--- config.mk ---
export PLATFORM = sky130hd
export DESIGN_NAME = strict_priority_task_scheduler_flat
export DESIGN_NICKNAME = d
export VERILOG_FILES = /design/src/rtl/sps_pkg.sv /design/src/rtl/sps_if.sv /design/src/rtl/strict_priority_task_scheduler.sv /design/src/rtl/sps_ctrl.sv /design/src/rtl/sps_dpath.sv /design/src/flat_wrapper.sv
export SDC_FILE = /design/constraint.sdc
export NUM_CORES = 1
export LEC_CHECK = 0
export BUFFER_PORTS_ARGS = -buffer_cell sky130_fd_sc_hd__buf_2
export CAP_MARGIN = 0
export CORE_AREA = 2 2 228 230
export CTS_CLUSTER_SIZE = 14
export DETAILED_ROUTE_END_ITERATION = 7
export DIE_AREA = 0 0 230 232
export PLACE_DENSITY_LB_ADDON = 0.3
export SKIP_LAST_GASP = 1
export SLEW_MARGIN = 20
export SYNTH_ARGS = -nofsm -noshare
export SYNTH_HDL_FRONTEND = slang
export SYNTH_SLANG_ARGS = --single-unit
--- constraint.sdc ---
create_clock -name clk -period 3.6 [get_ports clk]
set_clock_uncertainty 0.1 [all_clocks]
set_input_delay 0.18 -clock clk [delete_from_list [all_inputs] [get_ports clk]]
set_output_delay 0.18 -clock clk [all_outputs]
set_load 0.01 [all_outputs]
--- src/rtl/sps_pkg.sv ---
// ----------------------------------------------------------------------------
// Strict-priority scheduler package
// Shared widths, codes, the controller state type and the command bundle.
// ----------------------------------------------------------------------------
package sps_pkg;

  // Field widths of the input and result beats.
  localparam int ACT_W  = 2;
  localparam int PRIO_W = 5;
  localparam int QIDX_W = 4;
  localparam int TID_W  = 6;
  localparam int STAT_W = 2;

  // Default sizes.
  localparam int TASK_SLOTS_DEF = 64;
  localparam int LEVELS_DEF     = 16;

  // Highest priority a create may request.
  localparam logic [PRIO_W-1:0] PRIO_MAX = PRIO_W'(16);

  // Action codes.
  localparam logic [ACT_W-1:0] ACT_CREATE = 2'd0;
  localparam logic [ACT_W-1:0] ACT_PUSH   = 2'd1;
  localparam logic [ACT_W-1:0] ACT_NEXT   = 2'd2;
  localparam logic [ACT_W-1:0] ACT_NOP    = 2'd3;

  // Status codes.
  localparam logic [STAT_W-1:0] STAT_OK       = 2'd0;
  localparam logic [STAT_W-1:0] STAT_BAD_PRIO = 2'd1;
  localparam logic [STAT_W-1:0] STAT_FULL     = 2'd2;
  localparam logic [STAT_W-1:0] STAT_NONE     = 2'd3;

  // State change that an accepted beat will commit.
  typedef enum logic [1:0] {
    OP_NONE,
    OP_PUSH,
    OP_CREATE,
    OP_POP
  } op_t;

  // Controller states.
  typedef enum logic {
    S_IDLE,
    S_EXEC
  } state_t;

  // Commands from the controller to the datapath.
  typedef struct packed {
    logic load;    // capture the input beat and read the link table
    logic commit;  // update the queues and load the result register
  } ctl_cmd_t;

endpackage

--- src/rtl/sps_if.sv ---
// ----------------------------------------------------------------------------
// Scheduler channel interfaces
// Valid/ready channels for request beats and result beats.
// ----------------------------------------------------------------------------
interface sps_in_if;
  import sps_pkg::*;

  logic              valid;
  logic              ready;
  logic [ACT_W-1:0]  action;
  logic [PRIO_W-1:0] priority_req;
  logic [QIDX_W-1:0] queue_index;
  logic [TID_W-1:0]  task_id;

  modport source (output valid, action, priority_req, queue_index, task_id,
                  input ready);
  modport sink   (input valid, action, priority_req, queue_index, task_id,
                  output ready);
endinterface

interface sps_out_if;
  import sps_pkg::*;

  logic              valid;
  logic              ready;
  logic [STAT_W-1:0] status;
  logic [TID_W-1:0]  result_task;
  logic [TID_W-1:0]  parent_task;

  modport source (output valid, status, result_task, parent_task,
                  input ready);
  modport sink   (input valid, status, result_task, parent_task,
                  output ready);
endinterface

--- src/rtl/strict_priority_task_scheduler.sv ---
// Result: a result beat is offered after the commit that follows the accept
//   of its request beat; the commit waits while an earlier result is still
//   waiting to be taken. A new request is taken only after that commit, which
//   follows the registered link-table read that an accept issues.
// Reset: synchronous, active low; clears the task count, active task and
//   queue occupancy. Queue pointers and the link table need no clearing.
// ----------------------------------------------------------------------------
// Strict-priority task scheduler
// Sixteen FIFO ready queues linked through a per-task next-link table, with
// create, push and next operations and one result beat per request beat.
// ----------------------------------------------------------------------------
module strict_priority_task_scheduler #(
  parameter int TASK_SLOTS = sps_pkg::TASK_SLOTS_DEF,
  parameter int LEVELS     = sps_pkg::LEVELS_DEF
) (
  input logic       clk,
  input logic       rst_n,
  sps_in_if.sink    in_chan,
  sps_out_if.source out_chan
);
  import sps_pkg::*;

  // The controller owns the handshakes and sequencing; the datapath holds the
  // queues. A request beat is accepted in the idle state, where the beat is
  // decoded against the current queue state and the link of the head that a
  // "next" would pop is read from the link table into a register. In the
  // EXEC state that follows, once the result register is free, the captured
  // change is committed: queue heads and tails, occupancy bits, active task
  // and task count are updated and the result beat enters the output register.
  //
  // The output register lets the scheduler accept a new request beat while a
  // previous result beat is still waiting; only the commit waits for the
  // result register to drain.

  ctl_cmd_t cmd;

  sps_ctrl u_ctrl (
    .clk       (clk),
    .rst_n     (rst_n),
    .in_valid  (in_chan.valid),
    .in_ready  (in_chan.ready),
    .out_valid (out_chan.valid),
    .out_ready (out_chan.ready),
    .cmd       (cmd)
  );

  sps_dpath #(
    .TASK_SLOTS (TASK_SLOTS),
    .LEVELS     (LEVELS)
  ) u_dpath (
    .clk          (clk),
    .rst_n        (rst_n),
    .cmd          (cmd),
    .action       (in_chan.action),
    .priority_req (in_chan.priority_req),
    .queue_index  (in_chan.queue_index),
    .task_id      (in_chan.task_id),
    .status       (out_chan.status),
    .result_task  (out_chan.result_task),
    .parent_task  (out_chan.parent_task)
  );

  // Only one request is in flight: after an accept the input is held off.
  assert property (@(posedge clk) disable iff (!rst_n)
    (in_chan.valid && in_chan.ready) |=> !in_chan.ready)
    else $error("request accepted while another is in flight");

  // Every accepted request is followed by a pending result beat.
  assert property (@(posedge clk) disable iff (!rst_n)
    (in_chan.valid && in_chan.ready) |=> ##1 out_chan.valid)
    else $error("accepted request produced no result beat");

  // A result beat only appears through a commit of a captured request.
  assert property (@(posedge clk) disable iff (!rst_n)
    $rose(out_chan.valid) |-> $past(cmd.commit))
    else $error("result beat appeared without a commit");

  // Nothing is committed while an older result would be overwritten.
  assert property (@(posedge clk) disable iff (!rst_n)
    (out_chan.valid && !out_chan.ready) |=> $stable(out_chan.status) &&
      $stable(out_chan.result_task) && $stable(out_chan.parent_task))
    else $error("pending result beat overwritten");

endmodule

--- src/rtl/sps_ctrl.sv ---
// ----------------------------------------------------------------------------
// Scheduler controller
// Two-state sequencer: accept a beat, then commit it once the result
// register is free.
// ----------------------------------------------------------------------------
module sps_ctrl (
  input  logic               clk,
  input  logic               rst_n,
  input  logic               in_valid,
  output logic               in_ready,
  output logic               out_valid,
  input  logic               out_ready,
  output sps_pkg::ctl_cmd_t  cmd
);
  import sps_pkg::*;

  state_t state_r, state_nxt;
  logic   out_valid_r, out_valid_nxt;

  always_ff @(posedge clk) begin
    if (!rst_n) begin
      state_r     <= S_IDLE;
      out_valid_r <= 1'b0;
    end else begin
      state_r     <= state_nxt;
      out_valid_r <= out_valid_nxt;
    end
  end

  always_comb begin
    state_nxt     = state_r;
    out_valid_nxt = out_valid_r && !out_ready;
    in_ready      = 1'b0;
    cmd.load      = 1'b0;
    cmd.commit    = 1'b0;
    case (state_r)
      S_IDLE: begin
        in_ready = 1'b1;
        if (in_valid) begin
          cmd.load  = 1'b1;
          state_nxt = S_EXEC;
        end
      end
      S_EXEC: begin
        // The result register must be empty or drained at this edge.
        if (!out_valid_r || out_ready) begin
          cmd.commit    = 1'b1;
          out_valid_nxt = 1'b1;
          state_nxt     = S_IDLE;
        end
      end
      default: begin
        state_nxt = S_IDLE;
      end
    endcase
  end

  assign out_valid = out_valid_r;

endmodule

--- src/rtl/sps_dpath.sv ---
// ----------------------------------------------------------------------------
// Scheduler datapath
// Ready-queue heads and tails, the task link table, decode and result register.
// ----------------------------------------------------------------------------
module sps_dpath #(
  parameter int TASK_SLOTS = sps_pkg::TASK_SLOTS_DEF,
  parameter int LEVELS     = sps_pkg::LEVELS_DEF
) (
  input  logic                       clk,
  input  logic                       rst_n,
  input  sps_pkg::ctl_cmd_t          cmd,
  input  logic [sps_pkg::ACT_W-1:0]  action,
  input  logic [sps_pkg::PRIO_W-1:0] priority_req,
  input  logic [sps_pkg::QIDX_W-1:0] queue_index,
  input  logic [sps_pkg::TID_W-1:0]  task_id,
  output logic [sps_pkg::STAT_W-1:0] status,
  output logic [sps_pkg::TID_W-1:0]  result_task,
  output logic [sps_pkg::TID_W-1:0]  parent_task
);
  import sps_pkg::*;

  localparam int ID_W  = $clog2(TASK_SLOTS);
  localparam int CNT_W = $clog2(TASK_SLOTS + 1);
  localparam int LVL_W = $clog2(LEVELS);
  // Wide enough to hold LEVELS and TASK_SLOTS for range checks.
  localparam int QCMP_W = QIDX_W + 1;
  localparam int TCMP_W = 9;

  // Scheduler state.
  logic [CNT_W-1:0] tasks_made_r;
  logic             active_valid_r;
  logic [ID_W-1:0]  active_task_r;
  logic [LEVELS-1:0] nonempty_r;
  logic [ID_W-1:0]  head_r [LEVELS];
  logic [ID_W-1:0]  tail_r [LEVELS];
  logic [ID_W-1:0]  link_mem [TASK_SLOTS];
  logic [ID_W-1:0]  link_rd_r;

  // Captured beat.
  op_t              op_r, op_nxt;
  logic [LVL_W-1:0] q_r, q_nxt;
  logic [ID_W-1:0]  id_r, id_nxt;
  logic [STAT_W-1:0] stat_r, stat_nxt;
  logic [TID_W-1:0] res_r, res_nxt;
  logic [TID_W-1:0] par_r, par_nxt;

  // Result register.
  logic [STAT_W-1:0] out_stat_r;
  logic [TID_W-1:0]  out_res_r;
  logic [TID_W-1:0]  out_par_r;

  logic             found;
  logic [LVL_W-1:0] pe_q;
  logic [PRIO_W-1:0] prio_m1;
  logic             prio_ok;
  logic             full;
  logic             push_ok;
  logic             create_wr;
  logic             append;
  logic             mem_we;
  logic [ID_W-1:0]  mem_wa;
  logic [ID_W-1:0]  mem_wd;

  // Lowest-numbered non-empty queue.
  always_comb begin
    found = 1'b0;
    pe_q  = '0;
    for (int i = LEVELS - 1; i >= 0; i--) begin
      if (nonempty_r[i]) begin
        found = 1'b1;
        pe_q  = LVL_W'(i);
      end
    end
  end

  assign prio_m1 = priority_req - PRIO_W'(1);
  assign prio_ok = (priority_req != '0) && (priority_req <= PRIO_MAX);
  assign full    = (tasks_made_r == CNT_W'(TASK_SLOTS));
  assign push_ok = ({1'b0, queue_index} < QCMP_W'(LEVELS)) &&
                   (TCMP_W'(task_id) < TCMP_W'(TASK_SLOTS));

  // Decode the incoming beat into the change to commit and its result.
  always_comb begin
    op_nxt   = OP_NONE;
    q_nxt    = '0;
    id_nxt   = '0;
    stat_nxt = STAT_OK;
    res_nxt  = '0;
    par_nxt  = '0;
    case (action)
      ACT_CREATE: begin
        if (!prio_ok) begin
          stat_nxt = STAT_BAD_PRIO;
        end else if (full) begin
          stat_nxt = STAT_FULL;
        end else begin
          op_nxt  = OP_CREATE;
          id_nxt  = tasks_made_r[ID_W-1:0];
          // Priorities beyond the last queue saturate onto it.
          if (prio_m1 >= PRIO_W'(LEVELS)) begin
            q_nxt = LVL_W'(LEVELS - 1);
          end else begin
            q_nxt = prio_m1[LVL_W-1:0];
          end
          res_nxt = TID_W'(tasks_made_r[ID_W-1:0]);
          par_nxt = active_valid_r ? TID_W'(active_task_r) : '0;
        end
      end
      ACT_PUSH: begin
        if (push_ok) begin
          op_nxt = OP_PUSH;
          q_nxt  = queue_index[LVL_W-1:0];
          id_nxt = ID_W'(task_id);
        end
      end
      ACT_NEXT: begin
        if (!found) begin
          stat_nxt = STAT_NONE;
        end else begin
          op_nxt  = OP_POP;
          q_nxt   = pe_q;
          id_nxt  = head_r[pe_q];
          res_nxt = TID_W'(head_r[pe_q]);
        end
      end
      default: begin
        op_nxt = OP_NONE;
      end
    endcase
  end

  // A new task starts with a cleared link; appending writes the old tail's link.
  assign create_wr = cmd.load && (op_nxt == OP_CREATE);
  assign append    = (op_r == OP_PUSH || op_r == OP_CREATE) && nonempty_r[q_r];
  assign mem_we    = create_wr || (cmd.commit && append);
  assign mem_wa    = create_wr ? id_nxt : tail_r[q_r];
  assign mem_wd    = create_wr ? '0 : id_r;

  always_ff @(posedge clk) begin
    if (mem_we) begin
      link_mem[mem_wa] <= mem_wd;
    end
    if (cmd.load) begin
      link_rd_r <= link_mem[head_r[pe_q]];
    end
  end

  always_ff @(posedge clk) begin
    if (cmd.load) begin
      op_r   <= op_nxt;
      q_r    <= q_nxt;
      id_r   <= id_nxt;
      stat_r <= stat_nxt;
      res_r  <= res_nxt;
      par_r  <= par_nxt;
    end
    if (cmd.commit) begin
      out_stat_r <= stat_r;
      out_res_r  <= res_r;
      out_par_r  <= par_r;
    end
  end

  // Queue heads and tails have no reset; nonempty bits guard them.
  always_ff @(posedge clk) begin
    if (cmd.commit) begin
      case (op_r)
        OP_PUSH, OP_CREATE: begin
          if (!nonempty_r[q_r]) begin
            head_r[q_r] <= id_r;
          end
          tail_r[q_r] <= id_r;
        end
        OP_POP: begin
          if (head_r[q_r] != tail_r[q_r]) begin
            head_r[q_r] <= link_rd_r;
          end
        end
        default: begin
        end
      endcase
    end
  end

  always_ff @(posedge clk) begin
    if (!rst_n) begin
      tasks_made_r   <= '0;
      active_valid_r <= 1'b0;
      active_task_r  <= '0;
      nonempty_r     <= '0;
    end else if (cmd.commit) begin
      case (op_r)
        OP_CREATE: begin
          tasks_made_r   <= tasks_made_r + CNT_W'(1);
          nonempty_r[q_r] <= 1'b1;
        end
        OP_PUSH: begin
          nonempty_r[q_r] <= 1'b1;
        end
        OP_POP: begin
          if (head_r[q_r] == tail_r[q_r]) begin
            nonempty_r[q_r] <= 1'b0;
          end
          active_valid_r <= 1'b1;
          active_task_r  <= id_r;
        end
        default: begin
        end
      endcase
    end
  end

  assign status      = out_stat_r;
  assign result_task = out_res_r;
  assign parent_task = out_par_r;

endmodule
--- src/flat_wrapper.sv ---
// flat-port wrapper written by rule: the top's interface ports become plain ports
module strict_priority_task_scheduler_flat import sps_pkg::*;
#(
  parameter int TASK_SLOTS = sps_pkg::TASK_SLOTS_DEF,
  parameter int LEVELS     = sps_pkg::LEVELS_DEF
)
  (clk, rst_n, in_chan_valid, in_chan_action, in_chan_priority_req, in_chan_queue_index, in_chan_task_id, in_chan_ready, out_chan_valid, out_chan_status, out_chan_result_task, out_chan_parent_task, out_chan_ready);
  sps_in_if in_chan_i ();
  sps_out_if out_chan_i ();
  input logic clk;
  input logic rst_n;
  input wire logic [$bits(in_chan_i.valid)-1:0] in_chan_valid;
  input wire logic [$bits(in_chan_i.action)-1:0] in_chan_action;
  input wire logic [$bits(in_chan_i.priority_req)-1:0] in_chan_priority_req;
  input wire logic [$bits(in_chan_i.queue_index)-1:0] in_chan_queue_index;
  input wire logic [$bits(in_chan_i.task_id)-1:0] in_chan_task_id;
  output wire logic [$bits(in_chan_i.ready)-1:0] in_chan_ready;
  output wire logic [$bits(out_chan_i.valid)-1:0] out_chan_valid;
  output wire logic [$bits(out_chan_i.status)-1:0] out_chan_status;
  output wire logic [$bits(out_chan_i.result_task)-1:0] out_chan_result_task;
  output wire logic [$bits(out_chan_i.parent_task)-1:0] out_chan_parent_task;
  input wire logic [$bits(out_chan_i.ready)-1:0] out_chan_ready;
  assign in_chan_i.valid = in_chan_valid;
  assign in_chan_i.action = in_chan_action;
  assign in_chan_i.priority_req = in_chan_priority_req;
  assign in_chan_i.queue_index = in_chan_queue_index;
  assign in_chan_i.task_id = in_chan_task_id;
  assign in_chan_ready = in_chan_i.ready;
  assign out_chan_valid = out_chan_i.valid;
  assign out_chan_status = out_chan_i.status;
  assign out_chan_result_task = out_chan_i.result_task;
  assign out_chan_parent_task = out_chan_i.parent_task;
  assign out_chan_i.ready = out_chan_ready;
  strict_priority_task_scheduler #(.TASK_SLOTS(TASK_SLOTS), .LEVELS(LEVELS)) u_core (.clk(clk), .rst_n(rst_n), .in_chan(in_chan_i), .out_chan(out_chan_i));
endmodule
Word level (Yosys, flattened, before mapping) --
Memories as Yosys holds them, arrays and structs flattened. A register that Yosys moved wholly into a read port is not among the register bits. Index checks and enable logic that the tools add are counted. Widths: inputs -> output; s select.
Storage, ports and cells: flip-flop bits (word level) 72, latch bits 0, memory bits (writable) 576, ROM bits 0, input bits 21, output and inout bits 16, memories kept 3
Operators by class: add/sub/neg operators 2, multipliers 0, div/mod/pow operators 0, order comparisons 4, eq/ne operators 10, shift operators 0, mux-type cells 83, bitwise gates (word level) 8, reductions and logical operators 19
Memories:
- u_core.u_dpath.link_mem | words 64, bits a word 6, read ports 1, clocked after memory_dff 1, wr ports 1, line sps_dpath.sv:36 | logic [ID_W-1:0] link_mem [TASK_SLOTS];
- u_core.u_dpath.head_r | words 16, bits a word 6, read ports 2, clocked after memory_dff 1, wr ports 1, line sps_dpath.sv:34 | logic [ID_W-1:0] head_r [LEVELS];
- u_core.u_dpath.tail_r | words 16, bits a word 6, read ports 1, clocked after memory_dff 1, wr ports 1, line sps_dpath.sv:35 | logic [ID_W-1:0] tail_r [LEVELS];
Operators with widths (count):
- $mux 4 | 22
- $mux 1 | 39
- $mux 6 | 6
- $pmux 16 s2 | 1
- $pmux 6 s3 | 1
- $and 16x16->16 | 1
- $mux 16 | 1
- $not 16->16 | 1
- $or 16x16->16 | 1
- $mux 2 | 6
- $pmux 4 s3 | 1
- $pmux 6 s2 | 1
- $eq 2x2->1 const B | 4
- $add 7x1->7 const B | 1
- $eq 7x7->1 const B | 1
- $eq 6x6->1 | 1
- $logic_and 1x1->1 | 6
- $ne 6x6->1 | 1
- $pmux 2 s3 | 1
- $ge 5x5->1 const B | 1
- $le 5x5->1 const B | 1
- $lt 4x5->1 const B | 1
- $reduce_bool 5->1 | 1
- $sub 5x1->5 const B | 1
- 17 further kinds | 25

Logic depth before layout (Yosys ltp) --
Gate-level depths: netlist of the first run.
depth after elaboration 23, gate-level depth with buffers 17, depth with buffers taken out 12

Cells and area by module --
A second synthesis of the first run with hierarchy kept.
Unflattened totals: cell total of the unflattened synthesis 1855, area total of the unflattened synthesis 27809.2 um^2
By module, submodules not included:
- sps_dpath | instances 1, cells an instance 1846, area an instance 27706.6 um^2
- sps_ctrl | instances 1, cells an instance 9, area an instance 102.6 um^2

Worst setup path after synthesis of the first run --
Ideal clock, no wire load.
kind reg-to-reg, start point register (tool-made name), end point memory u_core.u_dpath.head_r[11][0] (netlist name), enable pin, library setup time 0.350 ns, arrival time 3.516 ns, path slack -0.366 ns, cell stages (with the launch flop) 12, clock period less this slack 3.966 ns, cells stage by stage dfxtp_1 -> buf_1 -> buf_2 -> mux4_2 -> mux4_2 -> xnor2_1 -> nand4_1 -> nor3_1 -> nor2_1 -> a21oi_1 -> clkbuf_1 -> nor2_1
RTL lines (line):
- end, declared | sps_dpath.sv:34

==> results by group, run 1 <==
Global routing
  • Vias in the first global route: between 20000 and 25000
  • Initial antenna violation count: 0
  • First-pass GRT wire length: ~130 mm
  • Total GRT Usage: between 30% and 40%
  • GRT Residual Overflow: 0
  • Pin count of the biggest net entering global routing: 65

Timing
  • Fin crit share: 116%
  • Slew Viols, Final: 0
  • Worst-margin pin slew: 945 ps
  • Hold Slack: roughly 35 ps
  • Count of final setup violators: just under 400
  • Unrepaired setup endpoints after global routing: yes
  • Final hold viol count: 0
  • Fmax: approximately 0.24 GHz
  • Worst Setup Slack, final: -562 ps
  • Min cycle time layout: 4160 ps
  • Slew HR: 37.0%

Synth
  • Post-synthesis cell count: 2006
  • Avg Cell Area, Syn: 14.3 sq um
  • Synth Area in Adders: less than 1%
  • Number of synthesized flops with an enable pin: between 600 and 700
  • Post-Synth Simple-Gate Area: a little under a tenth
  • FF+latch count, synth: roughly 660
  • Multiplexer share of the synthesized area: between 7 and 8%
  • Seq/Total Area, Yosys: roughly 68%
  • Post-synthesis xor/xnor area fraction: less than 1%
  • Post-synthesis async set-or-reset flop share: 0%
  • Mapped Nets: 2033
  • Synthesized area: approximately 29000 sq um
  • Yosys warning total: 0
  • Synth Area in Compound Gates: between 10% and 20%
  • Post-synth top flop: edfxtp_1
  • Largest family of logic cells by synthesized area: compound AO/OA/AOI/OAI gates
  • Netlist cell types: 77

Worst setup path
  • R2r setup slk: -560 ps
  • Crit path max fanout: 18
  • Crit path arrival time: 4410 ps
  • CP required: 3850 ps
  • Critical path's slowest cell: o41ai_2
  • Critical Path Max Stage Delay: around 520 ps
  • CP cell instances: buf_4 > nor4_4 > buf_4 > a21oi_4 > nand2b_4 > buf_12 > buf_4 > buf_4 > a41oi_4 > buf_6 > buf_4 > a41oi_1 > a211oi_4 > a311oi_2 > o41ai_2 > buf_4 > nand4_1
  • Type of origin of the critical path: flip-flop
  • Crit Path Class: reg -> reg
  • Worst r2r path cells: 17
  • Crit. End Element: flip-flop
  • FF-to-FF End: u_core.u_dpath.link_rd_r[3]
  • Cell mode on critical path: buf_4

Finish
  • Commonest non-fill, non-tap cell in the layout: edfxtp_1
  • ANT cells: 0
  • Layout cells sized above 1: roughly 38%
  • Fillers: 2850
  • Final #Nets: roughly 2400
  • Area grow syn2layout: 31.9%
  • Most frequent cells in the layout: edfxtp_1 (622), buf_4 (257), nand3_1 (170)
  • Post-Layout Cell Count: 3113

Placed design
  • Placed insts: between 2000 and 3000
  • Number of port buffers: 36
  • Routability cong.: approximately 0.95
  • DP HPWL: 53.0 mm

Clock tree
  • CTS tree: done
  • Worst-skew pair later-pin latency: around 640 ps
  • Root cell of the clock tree: clkbuf_16
  • Total CTS buffers: between 60 and 70
  • # clock sinks: about 660
  • Max clock buf depth: 3
  • CTS H-tree lvls: 3
  • Worst-path clk slew: 60 ps

Floorplanning
  • Initial core utilization: a little under three fifths
  • Std cell rows: 83
  • Io pins: 37
  • Die W: around 230 microns
  • Core area: between 50000 and 60000 sq um
  • Die Area: approximately 53000 sq um
  • Die H: around 230 microns

Power and ir drop
  • Power Density: around 500 nW/um^2
  • Peak VDD IR: between 400 and 500 uV
  • Leakage: approximately 0.013 uW

Routing
  • Starting DRT DRC Count: between 3000 and 4000
  • Post-Route WL: between 90 and 100 mm
  • Via count: roughly 21000
  • Routed WL per cell: a little under 30 microns
  • Antenna viol nets, final: 0
  • Detailed Routing Iterations Pass 1: 6
  • Via density: 6.90
  • DRC: 0

Run status
  • Failing checks: setup timing
  • Status: finished with violations

Min path
  • Hold_sp: rst_n
  • Hold depth: 2
  • Hold WC Path Type: in -> reg

Job
  • Max-cap violations: 0
## layout make-up
cell class	instances	area (sq um)	area share, %
clock buffer	82	1840	4.86
clock inverter	43	432	1.14
inverter	79	299	0.790
multi-input combinational	1111	10200	26.9
sequential	658	19400	51.3
tap	680	851	2.25
timing repair buffer	460	4820	12.7
## registers in the layout, indices dropped and copies added, names as in the netlist, 7 cells and up, named ones only
| register | flops |
|---|---|
| u_core.u_dpath.tasks_made_r | 7 |
| u_core.u_dpath.head_r | 96 |
| u_core.u_dpath.link_mem | 384 |
| u_core.u_dpath.tail_r | 96 |
## synthesized netlist by cell type, drive strengths merged, types with 28 or more instances
cell type / instances / area [sq um]
a311oi: 38 / 333
dfxtp: 36 / 721
o211a: 28 / 280
edfxtp: 622 / 18700
clkbuf: 108 / 405
buf: 50 / 243
inv: 79 / 297
a211oi: 103 / 778
and2: 35 / 219
a41oi: 97 / 857
nand3: 178 / 891
nand2: 139 / 522
mux4: 65 / 1460
mux2i: 53 / 531
nor2: 128 / 483
## cells by family after synthesis
kind of cell,Yosys count
XOR/XNOR,15
AO/OA/AOI/OAI,403
adder cells (fa/ha/maj),6
AND/OR/NAND/NOR,559
buffers and inverters,237
flip-flops,658
multiplexers,128
## where the power goes
part / leakage, uW / switching [uW] / internal (uW) / total, uW
logic: 0.00605 / 2080 / 1510 / 3600
registers: 0.00596 / 86.6 / 8520 / 8610
clock network: 0.00110 / 3090 / 4130 / 7220
total: 0.0131 / 5260 / 14200 / 19400
## routing by layer
metal / vias up / track usage (%) / routed length (microns)
li1: 8771 / - / -
met1: 10536 / 42.4 / 32200
met2: 1813 / 53.1 / 44500
met3: 362 / 6.73 / 10300
met4: 0 / 14.5 / 4870
met5: - / 0 / 0
## metrics by stage
stage                     utilization (%)  instance area, sq um  setup slack, ps  total power (uW)  TNS, ps
final                                74.4                 37800             -562             19400  -125150
after global routing                 74.4                 37800             -582             19800  -169580
after CTS                            71.0                 36100             -320             18800  -116590
after detailed placement             63.0                 32100             -587             11300  -137160
after global placement               63.0                 32100             -550             11200  -122850
after floorplan                         -                 28800             -136             10100   -31500
## worst max-delay path by stage
stage | from | end | depth (start not counted)
after floorplan | flip-flop | u_core.u_dpath.link_mem[47][0] | 12
after CTS | flip-flop | u_core.u_dpath.link_rd_r[4] | 17
final | flip-flop | u_core.u_dpath.link_rd_r[3] | 17
after detailed placement | flip-flop | u_core.u_dpath.link_rd_r[2] | 16
after global placement | flip-flop | u_core.u_dpath.link_rd_r[2] | 16
after global routing | flip-flop | u_core.u_dpath.link_rd_r[3] | 18
## worst max-delay path: cells and delay by family, from the launching register on
kind / cells / cell delay, ps
buffers and inverters: 8 / 1430
DFF: 1 / 320
and+or+nand+nor: 3 / 560
AOI/OAI and AO/OA: 6 / 1470
## what timing repair did
action                                 4_1_cts  5_1_grt
endpoints found under the hold margin       15        0
gates cloned                                13       10
pin swaps                                   56       83
setup endpoints to repair                  591      598
buffers inserted                            30       59
hold buffers                                12        0
gates resized for setup                    223      259
(Power assumes the default switching activity.)
==> inputs of run 2 (changes only) <==
--- a/config.mk
+++ b/config.mk
@@ -17,3 +17,4 @@
 export SYNTH_ARGS = -nofsm -noshare
 export SYNTH_HDL_FRONTEND = slang
 export SYNTH_SLANG_ARGS = --single-unit
+export TNS_END_PERCENT = 30
==> run 2 against run 1 <==
Net effect:
- the run still ends with setup timing left
- critical path depth is 2 lower
- first-iteration DRC count is 13% lower
- register-to-register slack worse by 40 ps
- utilization is 3.2 points lower
- final cell count is 1.7% lower
- combinational power is 11% lower
- clock power is 6.4% lower
- hold slack better by 24 ps
- via count is 3.7% lower
==> results by group, run 2 (synthesis results as in run 1) <==
Run status
  • Status: finished with violations
  • Failing checks: setup timing

Clock tree
  • CTS H-tree lvls: 3
  • Root cell of the clock tree: clkbuf_16
  • Worst-path clk slew: 60 ps
  • # clock sinks: 658
  • Max clock buf depth: 3
  • Worst-skew pair later-pin latency: about 610 ps
  • Total CTS buffers: between 60 and 70
  • CTS tree: done

Job
  • Max-cap violations: 0

Min path
  • Hold WC Path Type: in -> reg

Timing
  • Worst Setup Slack, final: -603 ps
  • Hold Slack: roughly 59 ps
  • Fin Setup TNS: -139400 ps
  • Unrepaired setup endpoints after global routing: yes
  • Slew Viols, Final: 0
  • Fmax: approximately 0.24 GHz
  • Final hold viol count: 0
  • Count of final setup violators: 456
  • Worst-margin pin slew: between 800 and 900 ps
  • Slew HR: 41.7%
  • Min cycle time layout: roughly 4200 ps
  • Fin crit share: 117%

Placed design
  • DP HPWL: roughly 54 mm
  • Setup WS pre-CTS: -813 ps
  • Cell Area, Placed: 32000 sq um
  • Routability cong.: about 0.94
  • Number of port buffers: 36

Floorplanning
  • Die H: between 200 and 250 microns
  • Initial core utilization: around 56%
  • Die Area: ~53000 sq um
  • Io pins: 37
  • Std cell rows: between 80 and 90
  • Die W: 230 microns
  • Core area: 50900 sq um

Routing
  • Antenna viol nets, final: 0
  • Routed WL per cell: between 20 and 30 microns
  • Detailed Routing Iterations Pass 1: 8
  • DRC: 0
  • Via density: 6.76
  • Post-Route WL: roughly 86 mm
  • Via count: 20683
  • Starting DRT DRC Count: between 2000 and 3000

Worst setup path
  • Crit Path Class: reg -> reg
  • CP cell instances: nand2b_1 > a221o_1 > a211o_1 > buf_6 > mux2i_4 > a41oi_4 > and4_4 > buf_12 > buf_16 > buf_6 > mux2i_2 > a211oi_2 > o41ai_4 > buf_4 > nand4_1
  • Crit path max fanout: 8
  • Cell mode on critical path: buf_6
  • Critical Path Max Stage Delay: 470 ps
  • Type of origin of the critical path: flip-flop
  • Crit. End Element: flip-flop
  • Family with the most delay on the worst path: compound AO/OA/AOI/OAI gates
  • CP bufs+invs: 5
  • CP required: between 3000 and 4000 ps
  • Crit path arrival time: between 4000 and 5000 ps
  • Critical path's slowest cell: o41ai_4

Finish
  • Post-Layout Inst Area: 36200 sq um
  • Biggest regs: u_core.u_dpath.link_mem: 384 flops, u_core.u_dpath.head_r: 96 flops, u_core.u_dpath.tail_r: 96 flops
  • Reg with most FFs: u_core.u_dpath.link_mem
  • Fillers: slightly above 3000
  • Layout cells sized above 1: 32.1%
  • Most frequent cells in the layout: edfxtp_1 (622), buf_4 (271), nand3_1 (171)
  • ANT cells: 0
  • Max reg flops: between 300 and 400
  • Final #Nets: 2358
  • Area grow syn2layout: 26.2%
  • Footprint of the multi-input gates: 9530 sq um
  • Commonest non-fill, non-tap cell in the layout: edfxtp_1
  • Reg area: approximately 19000 sq um

Power and ir drop
  • Power Density: 513 nW/um^2
  • Combinational Power Share: ~17%
  • Sw Ratio: between 20% and 30%
  • Flop pwr share: a little under half
  • Peak VDD IR: approximately 380 uV
  • Clock share of power: roughly 36%
  • Leakage: around 0.013 uW
  • Tot Pwr: 18600 uW
  • Switch Pwr: approximately 4800 uW
  • Internal power: around 14000 uW

Global routing
  • GRT Residual Overflow: 0
  • Vias in the first global route: around 20000
  • Pin count of the biggest net entering global routing: 65
  • Initial antenna violation count: 1
  • Total GRT Usage: between 30% and 40%
  • First-pass GRT wire length: roughly 120 mm
[run 2: cell types whose count changed in the layout (fill, tap and decap cells not counted), moves of 14 or more]
cell / delta
a311oi_1: +17
a311oi_2: -14
buf_4: +14
buf_6: -42
nor2_1: +66
nor2_4: -58
[run 2: worst paths after layout]
check                                        startpoint                            end  slack, ps  cells after the start
worst max-delay path                          flip-flop    u_core.u_dpath.link_rd_r[4]       -600                     15
worst min-delay path                  in_chan_action[1]       u_core.u_dpath.stat_r[1]         60                      5
worst max register to register                flip-flop    u_core.u_dpath.link_rd_r[4]       -600                     15
worst min register to register  u_core.u_dpath.res_r[1]  u_core.u_dpath.result_task[1]        320                      0
[run 2: layout make-up]
cell class | count | share of cell area (%)
flip-flops and latches | 658 | 53.6
repair buffers | 414 | 11.1
multi-input cells | 1111 | 26.3
clock inverters | 31 | 0.839
well taps | 680 | 2.35
inverters | 79 | 0.819
clock buffers | 86 | 4.97
[run 2: metal layers]
layer	vias to the layer above	track usage, %	wire length (microns)
met5	-	0	0
met4	0	12.6	4390
met3	303	5.37	9490
met2	1573	50.3	41000
met1	10132	41.8	31200
li1	8675	-	-
[run 2: tightest hold or removal path, stage by stage]
cell and delay [ps]:
buf_2 100, nor2b_1 60, buf_4 130, nand2_1 50, a21oi_1 60
[run 2: power groups by stage]
stage / clock network (uW) / logic (uW) / registers [uW]
2_1_floorplan: 0 / 1420 / 8730
3_3_place_gp: 0 / 2480 / 8770
5_1_grt: 7100 / 3330 / 8620
6_report: 6760 / 3220 / 8620
4_1_cts: 6800 / 2820 / 8620
3_5_place_dp: 0 / 2520 / 8780
[run 2: per-stage QoR]
stage                     instances  utilization [%]
final                          3059             71.2
after global routing           3059             71.2
after CTS                      3029             69.2
after detailed placement       2866             62.9
after global placement         2866             62.9
after floorplan                2006                -
[run 2: timing repair]
item	CTS	global route
cloned	5	3
setup endpoints to repair	409	589
buffers inserted	31	28
hold buffers	11	0
pin swaps	39	46
resized for setup	121	145
hold endpoints to repair	29	0
